--- src/rtl/ies_pkg.sv ---
package ies_pkg;

   localparam int StackDepth = 1024;
   localparam int AddrWidth = 10;
   localparam int DepthWidth = 11;
   localparam int DataWidth = 32;

   typedef enum logic [2:0] {
      KIND_PUSH = 3'd0,
      KIND_POP = 3'd1,
      KIND_ADD = 3'd2,
      KIND_SUB = 3'd3,
      KIND_MUL = 3'd4,
      KIND_DIV = 3'd5,
      KIND_PEEK_TOP = 3'd6,
      KIND_PEEK_BOTTOM = 3'd7
   } kind_type;

   typedef enum logic [2:0] {
      ST_OK = 3'd0,
      ST_FULL = 3'd1,
      ST_EMPTY = 3'd2,
      ST_FEW = 3'd3,
      ST_DIVZERO = 3'd4,
      ST_BADIDX = 3'd5
   } status_type;

   // One queued command between the front and back parts.
   typedef struct packed {
      logic [2:0] kind;
      logic [DataWidth-1:0] value;
      logic [AddrWidth-1:0] index;
   } cmd_type;

   typedef enum logic [3:0] {
      S_IDLE,
      S_RD1,
      S_RD2,
      S_WAIT,
      S_EXEC,
      S_MUL,
      S_DIV,
      S_DIVFIX,
      S_WRITE,
      S_OUT
   } state_type;

   // Divider control between the back part and the divide unit.
   typedef struct packed {
      logic start;
      logic busy;
      logic done;
   } div_ctl_type;

endpackage

--- src/rtl/ies_front.sv ---
module ies_front (
   input  logic clock,
   input  logic reset,
   input  logic req_valid,
   output logic req_stall,
   input  logic [2:0] req_kind,
   input  logic signed [31:0] req_push_value,
   input  logic [9:0] req_peek_index,
   output logic cmd_valid,
   input  logic cmd_take,
   output ies_pkg::cmd_type cmd
);

   // Two-entry command queue.
   ies_pkg::cmd_type q_ff [2];
   logic [1:0] cnt_ff, cnt_in;
   logic rd_ff, rd_in, wr_ff, wr_in;
   logic push_q, pop_q;

   assign req_stall = (cnt_ff == 2'd2);
   assign push_q = req_valid && !req_stall;
   assign pop_q = cmd_valid && cmd_take;
   assign cmd_valid = (cnt_ff != 2'd0);
   assign cmd = q_ff[rd_ff];

   always_comb begin
      cnt_in = cnt_ff + {1'b0, push_q} - {1'b0, pop_q};
      wr_in = wr_ff ^ push_q;
      rd_in = rd_ff ^ pop_q;
   end

   always_ff @(posedge clock) begin
      if (reset) begin
         cnt_ff <= 2'd0;
         rd_ff <= 1'b0;
         wr_ff <= 1'b0;
      end else begin
         cnt_ff <= cnt_in;
         rd_ff <= rd_in;
         wr_ff <= wr_in;
      end
      if (push_q) begin
         q_ff[wr_ff] <= '{kind: req_kind, value: req_push_value, index: req_peek_index};
      end
   end

endmodule

--- config.mk ---
export PLATFORM = sky130hd
export DESIGN_NAME = ies_front
export DESIGN_NICKNAME = d
export VERILOG_FILES = /design/src/rtl/ies_pkg.sv /design/src/rtl/ies_front.sv
export SDC_FILE = /design/constraint.sdc
export NUM_CORES = 1
export LEC_CHECK = 0
export BUFFER_PORTS_ARGS = -buffer_cell sky130_fd_sc_hd__buf_4
export CORE_MARGIN = 3
export CORE_UTILIZATION = 51
export CTS_CLUSTER_DIAMETER = 120
export DETAILED_ROUTE_END_ITERATION = 16
export HOLD_SLACK_MARGIN = 0.08
export PLACE_DENSITY = 0.75
export SLEW_MARGIN = 15
export SYNTH_ARGS = -nofsm -noshare
export SYNTH_HDL_FRONTEND = slang
export SYNTH_SLANG_ARGS = --single-unit
--- constraint.sdc ---
create_clock -name clock -period 2.9 [get_ports clock]
set_input_delay 0.435 -clock clock [delete_from_list [all_inputs] [get_ports clock]]
set_output_delay 0.435 -clock clock [all_outputs]
set_load 0.02 [all_outputs]
* Word-level counts from Yosys, hierarchy flattened
Memories as Yosys holds them, arrays and structs flattened. A register that Yosys moved wholly into a read port is not among the register bits.
Index checks and enable logic that the tools add are counted.
** Storage, ports and cells
- Flip-flop bits (word level) :: 4
- RAM bits :: 90
- Input port bits :: 49
- Output and inout port bits :: 47
- Logic and storage cells :: 16
- Memories :: 1
** Memories
- q_ff :: depth 2, bits a word 45, rd ports 1, clocked after Yosys merged registers in 1, write ports 1, RTL line ies_front.sv:15 : ies_pkg::cmd_type q_ff [2];
** Cells by class
- Add/sub/neg operators :: 2
- Equal/unequal tests :: 1
- Mux-type cells :: 3
- Bitwise logic cells :: 2
- Reduce and logical (&&, ||, !) cells :: 4
** Operator list (count)
- 1-bit two-way mux :: 3
- 2-bit by 1-bit adder with 2-bit output :: 1
- 2-bit == test (second input constant) :: 1
- 1-bit logical AND :: 2
- 2-bit nonzero test :: 1
- 2-bit by 1-bit subtractor with 2-bit output :: 1
- 1-bit bitwise XOR :: 2
- 1-bit logical NOT :: 1

* Logic depth before layout (Yosys ltp)
Gate-level depths: netlist of run 1.
- Depth in word-level cells :: 5
- Depth in mapped cells :: 7

* Worst setup path before layout of run 1
No wires, ideal clock.
- Kind :: register to register
- From :: reg cnt_ff[0]
- To :: mem q_ff[1][0] (netlist name), enable pin
- Arrival time :: 1744 ps
- Data required time :: 2493 ps
- Setup slack :: 749 ps
- Cell stages (with the launch flop) :: 4
- Cell sequence :: dfxtp_1 > nand2b_1 > and2_1 > ha_1
** On the way
- Cells in the longest elaborated chain, start to end :: 5
** RTL lines
- from (decl) :: RTL line ies_front.sv:16 : logic [1:0] cnt_ff, cnt_in;
- from (signal assigned) :: RTL line ies_front.sv:38 : cnt_ff <= cnt_in;
- 2-bit == test :: RTL line ies_front.sv:20 : assign req_stall = (cnt_ff == 2'd2);
- 1-bit logical NOT :: RTL line ies_front.sv:21 : assign push_q = req_valid && !req_stall;
- 1-bit logical AND :: RTL line ies_front.sv:21
- 1-bit two-way mux :: RTL line ies_front.sv:42 : if (push_q) begin
- 1-bit two-way mux (not written as such) :: RTL line ies_front.sv:43 : q_ff[wr_ff] <= '{kind: req_kind, value: req_push_value, index: req_peek_index};
- to (decl) :: RTL line ies_front.sv:15
No other way between the ends.

==> results_dict.tcl, run 1 <==
set metrics [dict create \
    start_util 0.537 \
    yosys_register_bits 94 \
    path_clk_slew_ns 0.09 \
    syn2layout_area_growth_pct 29.1 \
    ys.warnings.count 0 \
    chipHeight_um 88.7 \
    hold_viol 0 \
    tns_ns 0 \
    min_period_ns 2.28 \
    worstPathRequired_ns 2.47 \
    root_buffer "clkbuf_8" \
    power.leakage_nw 1.69 \
    synth_area_um2 3490 \
    io_pins 96 \
    drt_iter0_drc 100 \
    synth_top_area_frac 0.775 \
    post-place-ws_ns 0.958 \
    gp_congestion 0.686 \
    cp_max_fo 24 \
    wl_per_cell_um 17.1 \
    antenna_found_initial 0 \
    r2r-end "q_ff[0][20]" \
    final-setup-viol-count 0 \
    antenna_cells 0 \
    status "complete, no violations" \
    hp-start "req_push_value[6]" \
    fin_util 0.693 \
    numCtsBuffers 9 \
    power_density_nw_per_um2 835 \
    worst_hold_path.endpoint "q_ff[1][16]" \
    fin_skew_ns 0.0122 \
    syn-num-nets 216 \
    end_kind "output port" \
    tightest_slew_ns 0.617 \
    r2r-start "cnt_ff[0]" \
    die_x_um 88.7 \
    ff_latch_area_um2 2780 \
    die-area_um2 7870 \
    cts.repair.resized 0 \
    arrival_ns 1.85 \
    htreeDepth 3 \
    wl_um 5970 \
    fillers 426 \
    nets 320 \
    min_path_cells 1 \
    avgSynthCellArea_um2 21.4 \
    synthCells 163 \
    critPathKind "reg2out" \
    slew_violations 0 \
    reg2reg_slack_ns 1.04 \
    worst_slack_ns 0.619 \
    yosysUniqueCellTypes 15 \
    vias_per_cell 5.09 \
    first_pass_iters 4 \
    rr_worst_depth 4 \
    cap_violations 0 \
    num_rows 29 \
    post-cts-setup-buffers 0 \
    clock_path_buffers 2 \
    portBuffers 95 \
    hold_class "in2reg" \
    ys_seq_area_frac 0.798 \
    slew_headroom 0.589 \
    synth_top_cell_by_area "edfxtp_1" \
    p_total_w 0.00376 \
    layout-drive-gt1-share 0.598 \
    rsz0062_at_grt "false" \
    drc_errors 0 \
    fin_hold_ws_ns 0.273 \
    grt_pass1_vias 1795 \
    fp.coreArea_um2 6490 \
    grt.total_usage 0.154 \
    ant_nets 0 \
    ctsHoldBuffers 0 \
    fmax_mhz 438 \
    clock_sinks 94 \
    cts_tree "yes" \
    synth_area_leaders "edfxtp_1, mux2_2, dfxtp_1" \
    layout_common_cells "buf_4, edfxtp_1, mux2_2" \
    clock_latency_ns 0.34 \
    period_share 0.787 \
    grt_max_degree 25 \
    start_kind "flip-flop" \
    via_count 1770 \
    layout_commonest_cell "buf_4" \
    grt_pass1_wl_um 8690 \
    dpl.hpwl_um 4020 \
    peakVddDrop_mv 0.493 \
    multi_input_area_um2 649 \
    overflow 0 \
]
==> report_power, final <==
group          switching (W)  internal, W
Sequential         0.0000864      0.00172
Combinational       0.000577     0.000563
Clock               0.000417     0.000395
==> state kept, by name (all words and copies together), names as in the netlist <==
register,flops
rd_ff,1
q_ff,90
wr_ff,1
cnt_ff,2
==> synthesized netlist by cell type <==
| cell | instances |
|---|---|
| and2_1 | 1 |
| buf_2 | 1 |
| buf_6 | 4 |
| dfxtp_1 | 4 |
| edfxtp_1 | 90 |
| ha_1 | 4 |
| inv_1 | 3 |
| mux2_2 | 46 |
| nand2_1 | 1 |
| nand2b_1 | 1 |
| nor2_1 | 3 |
| nor2b_1 | 2 |
| o21a_1 | 1 |
| or2_2 | 1 |
| xnor3_1 | 1 |
==> worst max-delay path by stage <==
stage | start | to | slack [ns] | cells past startpoint
after floorplan | cnt_ff[0] | q_ff[1][0] | 0.75 | 3
after global placement | rd_ff | cmd[38] | 0.96 | 3
after detailed placement | rd_ff | cmd[11] | 0.96 | 3
after CTS | rd_ff | cmd[36] | 0.58 | 3
after global routing | rd_ff | cmd[37] | 0.50 | 3
final | rd_ff | cmd[37] | 0.62 | 3
==> metrics by stage <==
step | area (um^2) | instances
floorplan | 3490 | 163
global placement | 4310 | 333
CTS | 4500 | 348
global route | 4500 | 348
detailed placement | 4310 | 333
finish | 4500 | 348
==> layout make-up <==
class	count	share of cell area
flip-flops and latches	94	0.618
repair buffers	98	0.172
clock buffers	10	0.0283
well taps	77	0.0214
clock inverters	5	0.0136
inverters	3	0.00250
multi-input cells	61	0.144
==> worst max-delay path: stages, from the launching register on <==
cell	delay, ns
dfxtp_2	0.73
buf_12	0.26
mux2_2	0.36
buf_4	0.16
==> cells by family (layout without fill, tap and decap cells) <==
logic type,count (synthesis),in the layout,share of synthesized area
DFF,94,94,0.798
muxes,46,46,0.148
and+or+nand+nor,9,9,0.0133
buffers and inverters,8,116,0.0176
adders and majority gates,4,4,0.0143
AOI/OAI and AO/OA,1,1,0.00215
xor gates and xnor gates,1,1,0.00646
==> layer usage <==
layer  wire length (um)  GRT usage
met1               2550      0.201
met2               2980      0.239
met3                287     0.0363
met4                149     0.0838
met5                  0          0
No activity file was read; power rests on OpenSTA's default activity.
==> run 2: changes to the inputs <==
Clock period 2.9 ns to 2.28 ns, I/O delays scaled along.
==> run 2 against run 1 <==
Clock skew up 0.00066 ns. Flip-flop and latch count unchanged. Critical endpoint is now cmd[35]. Sequential share of layout area down 0.10 points. Hold slack worse by 0.094 ns. Power up 30%.
==> results_dict.tcl, run 2 (same netlist as run 1, synthesis figures left out) <==
set metrics [dict create \
    portBuffers 95 \
    rsz0062_at_grt "false" \
    wl_per_cell_um 17.2 \
    critPathKind "reg2out" \
    ctsHoldBuffers 0 \
    combPwrFrac 0.299 \
    seq_power_share 0.467 \
    rr_worst_depth 4 \
    cts_tree "yes" \
    cp_max_fo 34 \
    tns_ns 0 \
    wl_um 6040 \
    largest_reg_flops 90 \
    drc_errors 0 \
    layout_common_cells "buf_4, edfxtp_1, mux2_2" \
    via_count 1768 \
    slew_violations 0 \
    antenna_found_initial 0 \
    min_period_ns 2.03 \
    fin_skew_ns 0.0128 \
    tightest_slew_ns 0.354 \
    syn2layout_area_growth_pct 29.3 \
    clock_path_buffers 2 \
    root_buffer "clkbuf_8" \
    grt.total_usage 0.158 \
    start_util 0.537 \
    min_path_cells 2 \
    clock_latency_ns 0.34 \
    globalRouteMet1Util 0.194 \
    clock_sinks 94 \
    first_pass_iters 4 \
    hold_viol 0 \
    clkPwrFrac 0.234 \
    internal_power_w 0.00351 \
    die_x_um 88.7 \
    net-switching-power_w 0.00137 \
    dpl.hpwl_um 4060 \
    slew_headroom 0.764 \
    grt.met3_usage 0.0484 \
    post-cts-setup-buffers 0 \
    chipHeight_um 88.7 \
    antenna_cells 0 \
    switching_share 0.281 \
    path_clk_slew_ns 0.09 \
    htreeDepth 3 \
    end_kind "output port" \
    overflow 0 \
    final-setup-viol-count 0 \
    cts.repair.resized 0 \
    grt_max_degree 35 \
    peakVddDrop_mv 0.545 \
    grt_pass1_vias 1873 \
    drt_iter0_drc 140 \
    power_density_nw_per_um2 1080 \
    gp_congestion 0.668 \
    fp.coreArea_um2 6490 \
    fmax_mhz 492 \
    ant_nets 0 \
    r2r-end "q_ff[0][43]" \
    start_kind "flip-flop" \
    io_pins 96 \
    r2r-start "cnt_ff[0]" \
    layout-drive-gt1-share 0.591 \
    hold_class "in2reg" \
    status "complete, no violations" \
    hp-start "reset" \
    arrival_ns 1.69 \
    cap_violations 0 \
    grt_pass1_wl_um 8980 \
    fin_hold_ws_ns 0.179 \
    num_rows 29 \
    fillers 460 \
    grt_use_met2 0.260 \
    top_regs "q_ff: 90 flops, cnt_ff: 2 flops" \
    worst_hold_path.endpoint "wr_ff" \
    layout_commonest_cell "buf_4" \
    top_usage_layer "met2" \
    regMostFlops "q_ff" \
    numCtsBuffers 9 \
    nets 322 \
    power.leakage_nw 1.71 \
    period_share 0.892 \
    reg2reg_slack_ns 0.68 \
    vias_per_cell 5.04 \
    worstPathRequired_ns 1.94 \
    die-area_um2 7870 \
]
-- run 2: cell types whose count changed in the layout (fill, tap and decap cells not counted) --
cell and delta:
buf_12 -2, clkinv_1 +1, bufinv_16 +1, buf_4 +4, clkinvlp_4 -2, clkbuf_1 +2, clkinv_4 -1
-- run 2: how the worst max path moves through the flow --
stage              start         end
4_1_cts            rd_ff     cmd[35]
2_1_floorplan  cnt_ff[0]  q_ff[1][0]
3_3_place_gp       rd_ff     cmd[35]
3_5_place_dp       rd_ff     cmd[35]
5_1_grt            rd_ff     cmd[35]
6_report           rd_ff     cmd[35]
-- run 2: metal layers --
| metal | up-vias | wire, um |
|---|---|---|
| li1 | 839 | - |
| met1 | 868 | 2500 |
| met2 | 55 | 3130 |
| met3 | 6 | 328 |
| met4 | 0 | 81 |
| met5 | - | 0 |
-- run 2: worst max-delay path: stages (launching register included) --
cell	delay [ns]
dfxtp_2	0.55
buf_12	0.26
mux2_2	0.37
buf_4	0.16
-- run 2: layout make-up --
class	instances	area [um^2]	share of cell area
Sequential cell	94	2780	0.617
Clock inverter	4	71.3	0.0158
Clock buffer	12	135	0.0300
Inverter	3	11.3	0.00250
Timing Repair Buffer	100	763	0.169
Multi-Input combinational cell	61	649	0.144
Tap cell	77	96.3	0.0214
-- run 2: power by group through the flow --
stage,clock (W),sequential [W],combinational [W]
after floorplan,0,0.00228,0.000941
after global placement,0,0.00230,0.00147
after CTS,0.00117,0.00228,0.00149
after detailed placement,0,0.00232,0.00148
final,0.00114,0.00228,0.00146
after global routing,0.00125,0.00230,0.00156
-- run 2: per-stage QoR --
step / cell area (um^2) / setup slack (ns) / utilization / cells / power, W
finish: 4510 / 0.247 / 0.694 / 351 / 0.00487
global route: 4510 / 0.158 / 0.694 / 351 / 0.00511
CTS: 4510 / 0.213 / 0.694 / 351 / 0.00494
detailed placement: 4300 / 0.595 / 0.663 / 335 / 0.00380
global placement: 4300 / 0.592 / 0.663 / 335 / 0.00377
floorplan: 3490 / 0.129 / - / 163 / 0.00322
